--- src/rtl/core/convex_polygon_overlap_test_top_defines.svh ---
// Assertion macros for the overlap test block
`ifndef CONVEX_POLYGON_OVERLAP_TEST_TOP_DEFINES_SVH
`define CONVEX_POLYGON_OVERLAP_TEST_TOP_DEFINES_SVH
`ifndef SYNTHESIS
`define CPO_ASSERT_IMPL(label, clk, rst, prop) \
   label: assert property (@(posedge clk) disable iff (rst) prop) else $error("%m failed");
`define CPO_ASSERT_NEXT(label, clk, rst, cond, nxt) \
   label: assert property (@(posedge clk) disable iff (rst) (cond) |=> (nxt)) else $error("%m failed");
`else
`define CPO_ASSERT_IMPL(label, clk, rst, prop)
`define CPO_ASSERT_NEXT(label, clk, rst, cond, nxt)
`endif
`endif

--- src/rtl/core/cpo_pkg.sv ---
package cpo_pkg;
   localparam int MaxVertices = 8;
   localparam int CoordBits   = 16;
   localparam int IdxBits     = $clog2(MaxVertices);
   localparam int CntBits     = $clog2(MaxVertices + 1);
   // edge normal 17b, coord 16b: product 33b, dot 34b
   localparam int DiffBits    = CoordBits + 1;
   localparam int DotBits     = 2 * CoordBits + 2;

   localparam logic [1:0] ModeVertA  = 2'd0;
   localparam logic [1:0] ModeVertB  = 2'd1;
   localparam logic [1:0] ModeCircA  = 2'd2;
   localparam logic [1:0] ModeCircB  = 2'd3;

   typedef struct packed {
      logic [1:0]         mode;
      logic signed [15:0] x;
      logic signed [15:0] y;
      logic [14:0]        radius;
      logic               last;
   } req_type;

   typedef struct packed {
      logic colliding;
      logic bad_shape;
   } rsp_type;

   typedef enum logic [2:0] {
      ST_IDLE, ST_EDGE0, ST_EDGE1, ST_PROJ, ST_CMP, ST_CIRC, ST_DONE
   } state_type;

   // controller -> datapath
   typedef struct packed {
      logic               load;      // capture item, write vertex
      logic               edge_rd0;  // read edge start vertex
      logic               edge_rd1;  // read edge end vertex, latch start vertex
      logic               proj;      // project one vertex of each polygon
      logic               axis_cmp;  // form edge normal from end vertex
      logic               clr;       // clear counts after a test
      logic               set_sep;   // latch separation
      logic               sel_b;     // axes come from polygon B
      logic [IdxBits-1:0] eidx;      // edge index
      logic [IdxBits-1:0] vidx;      // projection vertex index
      logic               vfirst;    // first projection on this axis
   } cmd_type;

   // datapath -> controller
   typedef struct packed {
      logic [CntBits-1:0] count_a;
      logic [CntBits-1:0] count_b;
      logic               overflow;
      logic               separated;
      logic [1:0]         mode;
      logic               last;
   } sts_type;
endpackage

--- src/rtl/core/cpo_ctrl.sv ---
module cpo_ctrl import cpo_pkg::*; (
   input  logic    clock,
   input  logic    reset,
   input  logic    req_valid,
   output logic    req_ready,
   output logic    rsp_valid,
   input  logic    rsp_ready,
   output rsp_type rsp_data,
   input  sts_type sts,
   input  logic    circ_hit,
   output cmd_type cmd,
   output state_type state
);
   // Axis loop: per edge, two vertex reads, then one projection per vertex
   // (first index k=0 of the stream starts on the same axis), then a drain of
   // the RAM read and product stages before the interval compare.
   state_type state_ff, state_in;
   logic [IdxBits-1:0] eidx_ff, eidx_in;
   logic [CntBits-1:0] vcnt_ff, vcnt_in;
   logic               selb_ff, selb_in;
   logic [1:0]         drain_ff, drain_in;
   rsp_type            rsp_ff, rsp_in;
   logic               rspv_ff, rspv_in;
   logic [CntBits-1:0] ncnt, vmax;
   logic [IdxBits-1:0] enext;
   logic               wrap;

   assign ncnt  = selb_ff ? sts.count_b : sts.count_a;
   assign vmax  = (sts.count_a > sts.count_b) ? sts.count_a : sts.count_b;
   assign wrap  = CntBits'(eidx_ff) + 1'b1 >= ncnt;
   assign enext = wrap ? '0 : eidx_ff + 1'b1;

   always_comb begin
      state_in = state_ff;
      eidx_in  = eidx_ff;
      vcnt_in  = vcnt_ff;
      selb_in  = selb_ff;
      drain_in = drain_ff;
      rsp_in   = rsp_ff;
      rspv_in  = rspv_ff && !rsp_ready;
      cmd      = '0;
      cmd.sel_b = selb_ff;
      cmd.eidx  = eidx_ff;
      cmd.vidx  = vcnt_ff[IdxBits-1:0];
      req_ready = 1'b0;
      case (state_ff)
         ST_IDLE: begin
            req_ready = !rspv_ff;
            if (req_valid && !rspv_ff) begin
               cmd.load = 1'b1;
               state_in = ST_DONE;
            end
         end
         ST_DONE: begin
            // decide what the captured transaction needs
            state_in = ST_IDLE;
            if (sts.mode == ModeCircB) begin
               state_in = ST_CIRC;
            end else if (sts.mode == ModeVertB && sts.last) begin
               if (sts.overflow || sts.count_a == '0 || sts.count_b == '0) begin
                  rsp_in.colliding = 1'b0;
                  rsp_in.bad_shape = sts.overflow;
                  rspv_in  = 1'b1;
                  cmd.clr  = 1'b1;
               end else begin
                  eidx_in  = '0;
                  selb_in  = 1'b0;
                  state_in = ST_EDGE0;
               end
            end
         end
         ST_CIRC: begin
            rsp_in.colliding = circ_hit;
            rsp_in.bad_shape = 1'b0;
            rspv_in  = 1'b1;
            state_in = ST_IDLE;
         end
         ST_EDGE0: begin
            // read edge start vertex
            cmd.edge_rd0 = 1'b1;
            state_in = ST_EDGE1;
         end
         ST_EDGE1: begin
            // start data ready; read end vertex
            cmd.edge_rd1 = 1'b1;
            cmd.eidx     = enext;
            state_in     = ST_CMP;
            drain_in     = 2'd0;
         end
         ST_CMP: begin
            if (drain_ff == 2'd0) begin
               // end vertex data ready: build normal
               cmd.axis_cmp = 1'b1;
               vcnt_in  = '0;
               state_in = ST_PROJ;
            end else if (drain_ff == 2'd3) begin
               cmd.set_sep = 1'b1;
               drain_in = 2'd2;
            end else begin
               // separation latched; next axis or finish
               if (sts.separated || (wrap && selb_ff)) begin
                  rsp_in.colliding = !sts.separated;
                  rsp_in.bad_shape = 1'b0;
                  rspv_in  = 1'b1;
                  cmd.clr  = 1'b1;
                  state_in = ST_IDLE;
               end else begin
                  if (wrap) begin
                     selb_in = 1'b1;
                     eidx_in = '0;
                  end else begin
                     eidx_in = enext;
                  end
                  state_in = ST_EDGE0;
               end
            end
         end
         ST_PROJ: begin
            // one read per cycle, then drain RAM and product stages
            if (vcnt_ff < vmax) begin
               cmd.proj   = 1'b1;
               cmd.vfirst = vcnt_ff == '0;
               vcnt_in    = vcnt_ff + 1'b1;
               drain_in   = 2'd0;
            end else begin
               drain_in = drain_ff + 1'b1;
               if (drain_ff == 2'd2) begin
                  drain_in = 2'd3;
                  state_in = ST_CMP;
               end
            end
         end
         default: state_in = ST_IDLE;
      endcase
   end

   always_ff @(posedge clock) begin
      if (reset) begin
         state_ff <= ST_IDLE;
         rspv_ff  <= 1'b0;
         eidx_ff  <= '0;
         vcnt_ff  <= '0;
         selb_ff  <= 1'b0;
         drain_ff <= '0;
      end else begin
         state_ff <= state_in;
         rspv_ff  <= rspv_in;
         eidx_ff  <= eidx_in;
         vcnt_ff  <= vcnt_in;
         selb_ff  <= selb_in;
         drain_ff <= drain_in;
      end
   end

   always_ff @(posedge clock) begin
      rsp_ff <= rsp_in;
   end

   assign rsp_valid = rspv_ff;
   assign rsp_data  = rsp_ff;
   assign state     = state_ff;
endmodule

--- config.mk ---
export PLATFORM = sky130hd
export DESIGN_NAME = cpo_ctrl
export DESIGN_NICKNAME = d
export VERILOG_FILES = /design/src/rtl/core/convex_polygon_overlap_test_top_defines.svh /design/src/rtl/core/cpo_pkg.sv /design/src/rtl/core/cpo_ctrl.sv
export SDC_FILE = /design/constraint.sdc
export NUM_CORES = 1
export LEC_CHECK = 0
export ABC_AREA = 1
export BUFFER_PORTS_ARGS = -buffer_cell sky130_fd_sc_hd__buf_2
export CAP_MARGIN = 5
export CORE_AREA = 2 2 63 65
export DETAILED_ROUTE_END_ITERATION = 8
export DIE_AREA = 0 0 65 67
export PLACE_DENSITY = 0.65
export SLEW_MARGIN = 25
export SYNTH_ARGS = -nofsm -noshare
export SYNTH_HDL_FRONTEND = slang
export SYNTH_SLANG_ARGS = --single-unit
--- constraint.sdc ---
create_clock -name clock -period 2.31 [get_ports clock]
set_input_delay 0.231 -clock clock [delete_from_list [all_inputs] [get_ports clock]]
set_output_delay 0.231 -clock clock [all_outputs]
set_load 0.02 [all_outputs]
# ---- After elaboration in Yosys (flattened, before gate mapping)
# Index checks and enable logic that the tools add are counted.
dict set report word_totals {
  in_bits 18
  word_cells 138
  output_inout_bits 22
  reg_bits 16
}
dict set report classes {
  addsub 4
  n_mux 72
  n_reduce_logical 25
  eq_ne 26
  n_lt_le_gt_ge 3
}
# operator n
set ops {}
lappend ops {{3-bit 2-to-1 mux} 15}
lappend ops {{1-bit 2-to-1 mux} 34}
lappend ops {{2-bit inequality test, second input constant} 15}
lappend ops {{2-bit 2-to-1 mux} 11}
lappend ops {{3-bit one-hot mux with 6 select lines} 1}
lappend ops {{4-bit 2-to-1 mux} 4}
lappend ops {{7-bit AND reduction} 2}
lappend ops {{4-bit logical NOT} 3}
lappend ops {{2-bit one-hot mux with 3 select lines} 2}
lappend ops {{3-bit equality test, second input constant} 3}
lappend ops {{4-bit one-hot mux with 2 select lines} 1}
lappend ops {{8-bit AND reduction} 1}
lappend ops {{2-bit equality test, second input constant} 3}
lappend ops {{3-bit by 2-bit equality test with 1-bit output, second input constant} 2}
lappend ops {{3-bit one-hot mux with 2 select lines} 1}
lappend ops {{3-bit AND reduction} 2}
lappend ops {{3-bit nonzero test} 2}
lappend ops {{3-bit by 1-bit adder with 4-bit output, second input constant} 1}
lappend ops {{4-bit by 1-bit adder with 4-bit output, second input constant} 1}
lappend ops {{4-bit greater-or-equal comparator} 1}
lappend ops {{4-bit greater-than comparator} 1}
lappend ops {{1-bit logical AND} 4}
lappend ops {{4-bit less-than comparator} 1}
lappend ops {{1-bit one-hot mux with 2 select lines} 2}
lappend ops {{other kinds (12)} 17}

# ---- Logic depth before layout (Yosys ltp)
dict set report depth {
  word_depth 8
  mapped_depth 19
  mapped_depth_nobuf 19
}

# ---- Least setup slack after synthesis
# No wires, ideal clock.
dict set report synth_path {
  kind {reg-to-reg}
  from {register eidx_ff[0]}
  to {register rspv_ff (netlist: rsp_valid)}
  slack_ns -0.036
  stages_incl_launch_ff 13
  synth_period_minus_slack_ns 2.346
  n_path_buf 0
  setup_time_ns 0.060
  t_arrival_ns 2.286
  required_time_ns 2.250
  path_cell_list {dfxtp_1 > ha_1 > ha_1 > inv_1 > o21bai_1 > nand3_1 > nand3_1 > nand2_1 > nand2_1 > nand2_1 > o31ai_1 > o21ai_0 > inv_1}
}
dict set report synth_via {
  elab_chain_cells 8
}
# element line_no
set synth_rtl {}
lappend synth_rtl {{start: declaration} cpo_ctrl.sv:18} ;# logic [IdxBits-1:0] eidx_ff, eidx_in;
lappend synth_rtl {{start signal: assignment} cpo_ctrl.sv:148} ;# eidx_ff <= eidx_in;
lappend synth_rtl {{3-bit by 1-bit adder with 4-bit output} cpo_ctrl.sv:30} ;# assign wrap = CntBits'(eidx_ff) + 1'b1 >= ncnt;
lappend synth_rtl {{4-bit greater-or-equal comparator} cpo_ctrl.sv:30}
lappend synth_rtl {{1-bit logical AND} cpo_ctrl.sv:101} ;# if (sts.separated || (wrap && selb_ff)) begin
lappend synth_rtl {{1-bit logical OR} cpo_ctrl.sv:101}
lappend synth_rtl {{1-bit 2-to-1 mux} cpo_ctrl.sv:101}
lappend synth_rtl {{1-bit 2-to-1 mux} cpo_ctrl.sv:96} ;# end else if (drain_ff == 2'd3) begin
lappend synth_rtl {{1-bit 2-to-1 mux} cpo_ctrl.sv:91} ;# if (drain_ff == 2'd0) begin
lappend synth_rtl {{1-bit one-hot mux with 3 select lines} cpo_ctrl.sv:46} ;# case (state_ff)
lappend synth_rtl {{end signal: assignment} cpo_ctrl.sv:147} ;# rspv_ff <= rspv_in;
lappend synth_rtl {{end: declaration} cpo_ctrl.sv:23} ;# logic rspv_ff, rspv_in;
# Every way passes these cells.
# A chain may end at the register's enable or synchronous reset.

==> flow_summary.yaml <==
yosys:
  netlist.top_cell.by_area: "sky130_fd_sc_hd__dfxtp_1"
  yosysUniqueCellTypes: 29
  synth.yosys.warnings: 0
  synth-seq-area-share_pct: 22.5
  synth_fp_nets: 272
  post_synth_inst_count: 236
  number_of_synthesized_register_bits: 16
  post_synth_instance_area_sq_um: 1510
  ys_top_cells_by_area: "sky130_fd_sc_hd__dfxtp_1, sky130_fd_sc_hd__ha_1, sky130_fd_sc_hd__nand2_1"
  synth_top_area_share_pct: 18.5
  syn_area_per_cell_sq_um: 6.42
timing:
  period_utilization_post_route_pct: 98.4
  drv_slew: 0
  rsz0062_at_grt: "yes"
  finClkSkew_ns: 0.00754
  max-slew-margin-rel_pct: 70.3
  fin_crit_ns: 2.27
  tns_ns: 0
  hold_viol: 0
  clock.fmax_mhz: 440
  tightest_slew_ns: 0.444
  holdWs_ns: 0.211
  timing.final.setup_violations: 0
placement:
  routabilityCongestion: 0.824
  placed_cells_incl_taps: 327
  portBuffers: 39
  detailedPlacementHpwl_microns: 2900
  detailed_place.area_sq_um: 1810
setup_path:
  cp_max_fo: 2
  timing.rr.start: "selb_ff"
  timing.critical_path.slowest_stage_cell: "sky130_fd_sc_hd__dfxtp_2"
  worst_ep_arrival_time_ns: 2.04
  capturing_element_of_the_worst_setup_path: "cmd[9]"
  timing.critical_path.to_type: "output pin"
  cpMostUsedCell: "sky130_fd_sc_hd__nand2_2"
  startpoint_type: "flip-flop"
  timing.critical_path.from: "eidx_ff[0]"
  endpoint_required_time_on_the_critical_path_ns: 2.08
  criticalPathCategory: "flip-flop to output pin"
  r2r.worst_path.cells: 14
  critPathMaxStageDelay_ns: 0.34
  reg2reg_slack_ns: 0.24
  timing.rr.end: "eidx_ff[1]"
  timing.critical_path.cells: "ha_4 > ha_4 > inv_2 > o21bai_1 > nand3_1 > nand3_2 > nand2_2 > nand2_2 > nand2_2 > o31ai_4 > buf_6"
power:
  power.density_cell_area_nw_per_um2: 1070
  power.ir.vdd_worst_v: 0.000527
  report.power.total_mw: 2.21
  power.leakage_nw: 1.07
route:
  drt_iter0_markers: 59
  routed_vias: 1646
  drcViolationCount: 0
  total_wirelength_of_the_detailed_routed_design_microns: 3910
  vias_per_cell: 4.91
  route.antenna.remaining_nets: 0
  wire_per_inst_microns: 11.7
  detailedRoute.firstPassIterationCount: 4
clock_tree:
  clock_path_buffers: 2
  cts_root_buf: "sky130_fd_sc_hd__clkbuf_8"
  clkSlewWorstSetupHoldPaths_ns: 0.07
  cts.sink_count: 16
  cts_max_level: 1
  cts_hold_buffers: 0
  cts_tree: "done"
  clkLatencyLatePin_ns: 0.26
  tritoncts.num_buffers: 3
final_layout:
  antenna_cells: 0
  layoutNonFillerInstCount: 335
  drive_above_1_share_pct: 35.5
  register_area_sq_um: 348
  filler_cell_count: 352
  area.growth.synth_to_final_pct: 36.3
  layout.nets: 324
  stdcell_area_sq_um: 2060
  area_of_combinational_cells_with_multiple_inputs_sq_um: 1140
job:
  max_cap_violations: 0
outcome:
  status: "finished, final reports clean"
floorplan:
  chipHeight_microns: 67
  die_w_microns: 65
  fp.coreArea_sq_um: 3610
  die-area_sq_um: 4360
  placement_rows: 22
  start_util_pct: 42.0
  top_level_ports: 40
grt:
  antenna_found_initial: 0
  global_route.usage.met1_pct: 22.6
  global_route.overflow_total: 0
  vias_in_the_first_global_route: 1499
  globalRouteMet2Util_pct: 34.7
  maximum_number_of_pins_on_one_net_before_global_route_repair: 12
  groute.usage.overall_pct: 18.8
  grt-busiest-layer: "met2"
  grt_pass1_wl_microns: 6400
  met3_usage_pct: 3.55
worst_hold_path:
  hold_class: "input pin to flip-flop"
## state kept, by name, summed over array words and instances, names as in the netlist
name,cells
drain_ff,2
eidx_ff,3
rsp_data,2
rsp_valid,1
selb_ff,1
state,3
vcnt_ff,4
## routing by layer
layer / vias up / routed length (microns)
met2: 30 / 2050
met4: 0 / 36
li1: 862 / -
met1: 749 / 1700
met3: 5 / 117
met5: - / 0
## per-stage QoR
step	worst slack, ns	util, %
global route	-0.0582	57.2
global placement	0.0327	50.1
detailed placement	-0.0338	50.1
finish	0.0368	57.2
CTS	-0.0329	53.7
floorplan	0.0996	-
## worst max-delay path, delay by kind of cell, from the launching register on
kind / cells / cell delay, ns
and+or+nand+nor: 5 / 0.44
AOI/OAI and AO/OA: 2 / 0.32
buffers and inverters: 2 / 0.18
DFF: 1 / 0.34
adders and majority gates: 2 / 0.52
## Yosys cell counts, drive strengths merged
library cell  count
nand3            19
o21bai            1
inv              42
edfxtp            2
ha               18
buf               5
xor2              1
nand3b            1
and3              1
nand4             7
nand2            57
nor2             30
a211oi            1
a21oi            13
nor3              3
or2               1
dfxtp            14
o211ai            1
o31ai             2
o21ai            17
## timing repair
item                                    in CTS  in global routing
hold endpoints to repair                     0                  0
pin swaps                                    5                 17
endpoints found under the setup margin       5                  6
buffers inserted                             1                  3
resized for setup                           17                 33
## worst min path at each step
| stage | startpoint | end | slack, ns | cells past startpoint |
|---|---|---|---|---|
| after floorplan | reset | eidx_ff[1] | 0.30 | 1 |
| after global placement | reset | eidx_ff[1] | 0.50 | 2 |
| after detailed placement | reset | eidx_ff[1] | 0.49 | 2 |
| after CTS | reset | eidx_ff[1] | 0.21 | 2 |
| after global routing | reset | eidx_ff[2] | 0.23 | 2 |
| final | reset | eidx_ff[2] | 0.21 | 2 |
## cells in the final DEF, fill, tap and decap left out, types with 2 or more instances in the layout
cell / count
sky130_fd_sc_hd__a21oi_2: 4
sky130_fd_sc_hd__nor2_1: 26
sky130_fd_sc_hd__buf_2: 36
sky130_fd_sc_hd__nor3_1: 3
sky130_fd_sc_hd__nor2_4: 3
sky130_fd_sc_hd__nand2_4: 4
sky130_fd_sc_hd__edfxtp_1: 2
sky130_fd_sc_hd__nand3_1: 16
sky130_fd_sc_hd__nand2_1: 44
sky130_fd_sc_hd__o21ai_1: 7
sky130_fd_sc_hd__dfxtp_2: 3
sky130_fd_sc_hd__o21ai_0: 9
sky130_fd_sc_hd__nand4_1: 7
sky130_fd_sc_hd__clkbuf_8: 3
sky130_fd_sc_hd__buf_4: 13
sky130_fd_sc_hd__dfxtp_1: 10
sky130_fd_sc_hd__inv_2: 9
sky130_fd_sc_hd__inv_1: 33
sky130_fd_sc_hd__nand2_2: 9
sky130_fd_sc_hd__ha_4: 5
sky130_fd_sc_hd__buf_6: 3
sky130_fd_sc_hd__a21oi_1: 9
sky130_fd_sc_hd__nand3_2: 2
sky130_fd_sc_hd__ha_1: 13
## logic make-up (layout without fill, tap and decap cells)
group	count (synthesis)	after routing	share of synthesized area, %
buffers and inverters	47	98	12.7
and+or+nand+nor	119	119	36.7
DFF	16	16	22.5
xor gates and xnor gates	1	1	0.579
adders and majority gates	18	18	14.9
AOI/OAI and AO/OA	35	35	12.6
## final cells by class
cell class,instances,share of cell area [%]
flip-flops and latches,16,16.9
well taps,48,2.91
multi-input cells,173,55.3
inverters,42,7.64
clock buffers,4,2.18
repair buffers,52,15.1
## power breakdown
part | leakage (nW) | internal (mW) | switching (mW)
registers | 0.136 | 0.396 | 0.124
logic | 0.913 | 0.561 | 0.906
clock network | 0.0228 | 0.122 | 0.0997
total | 1.07 | 1.08 | 1.13
Note: power is estimated with default switching activity, not from simulation.
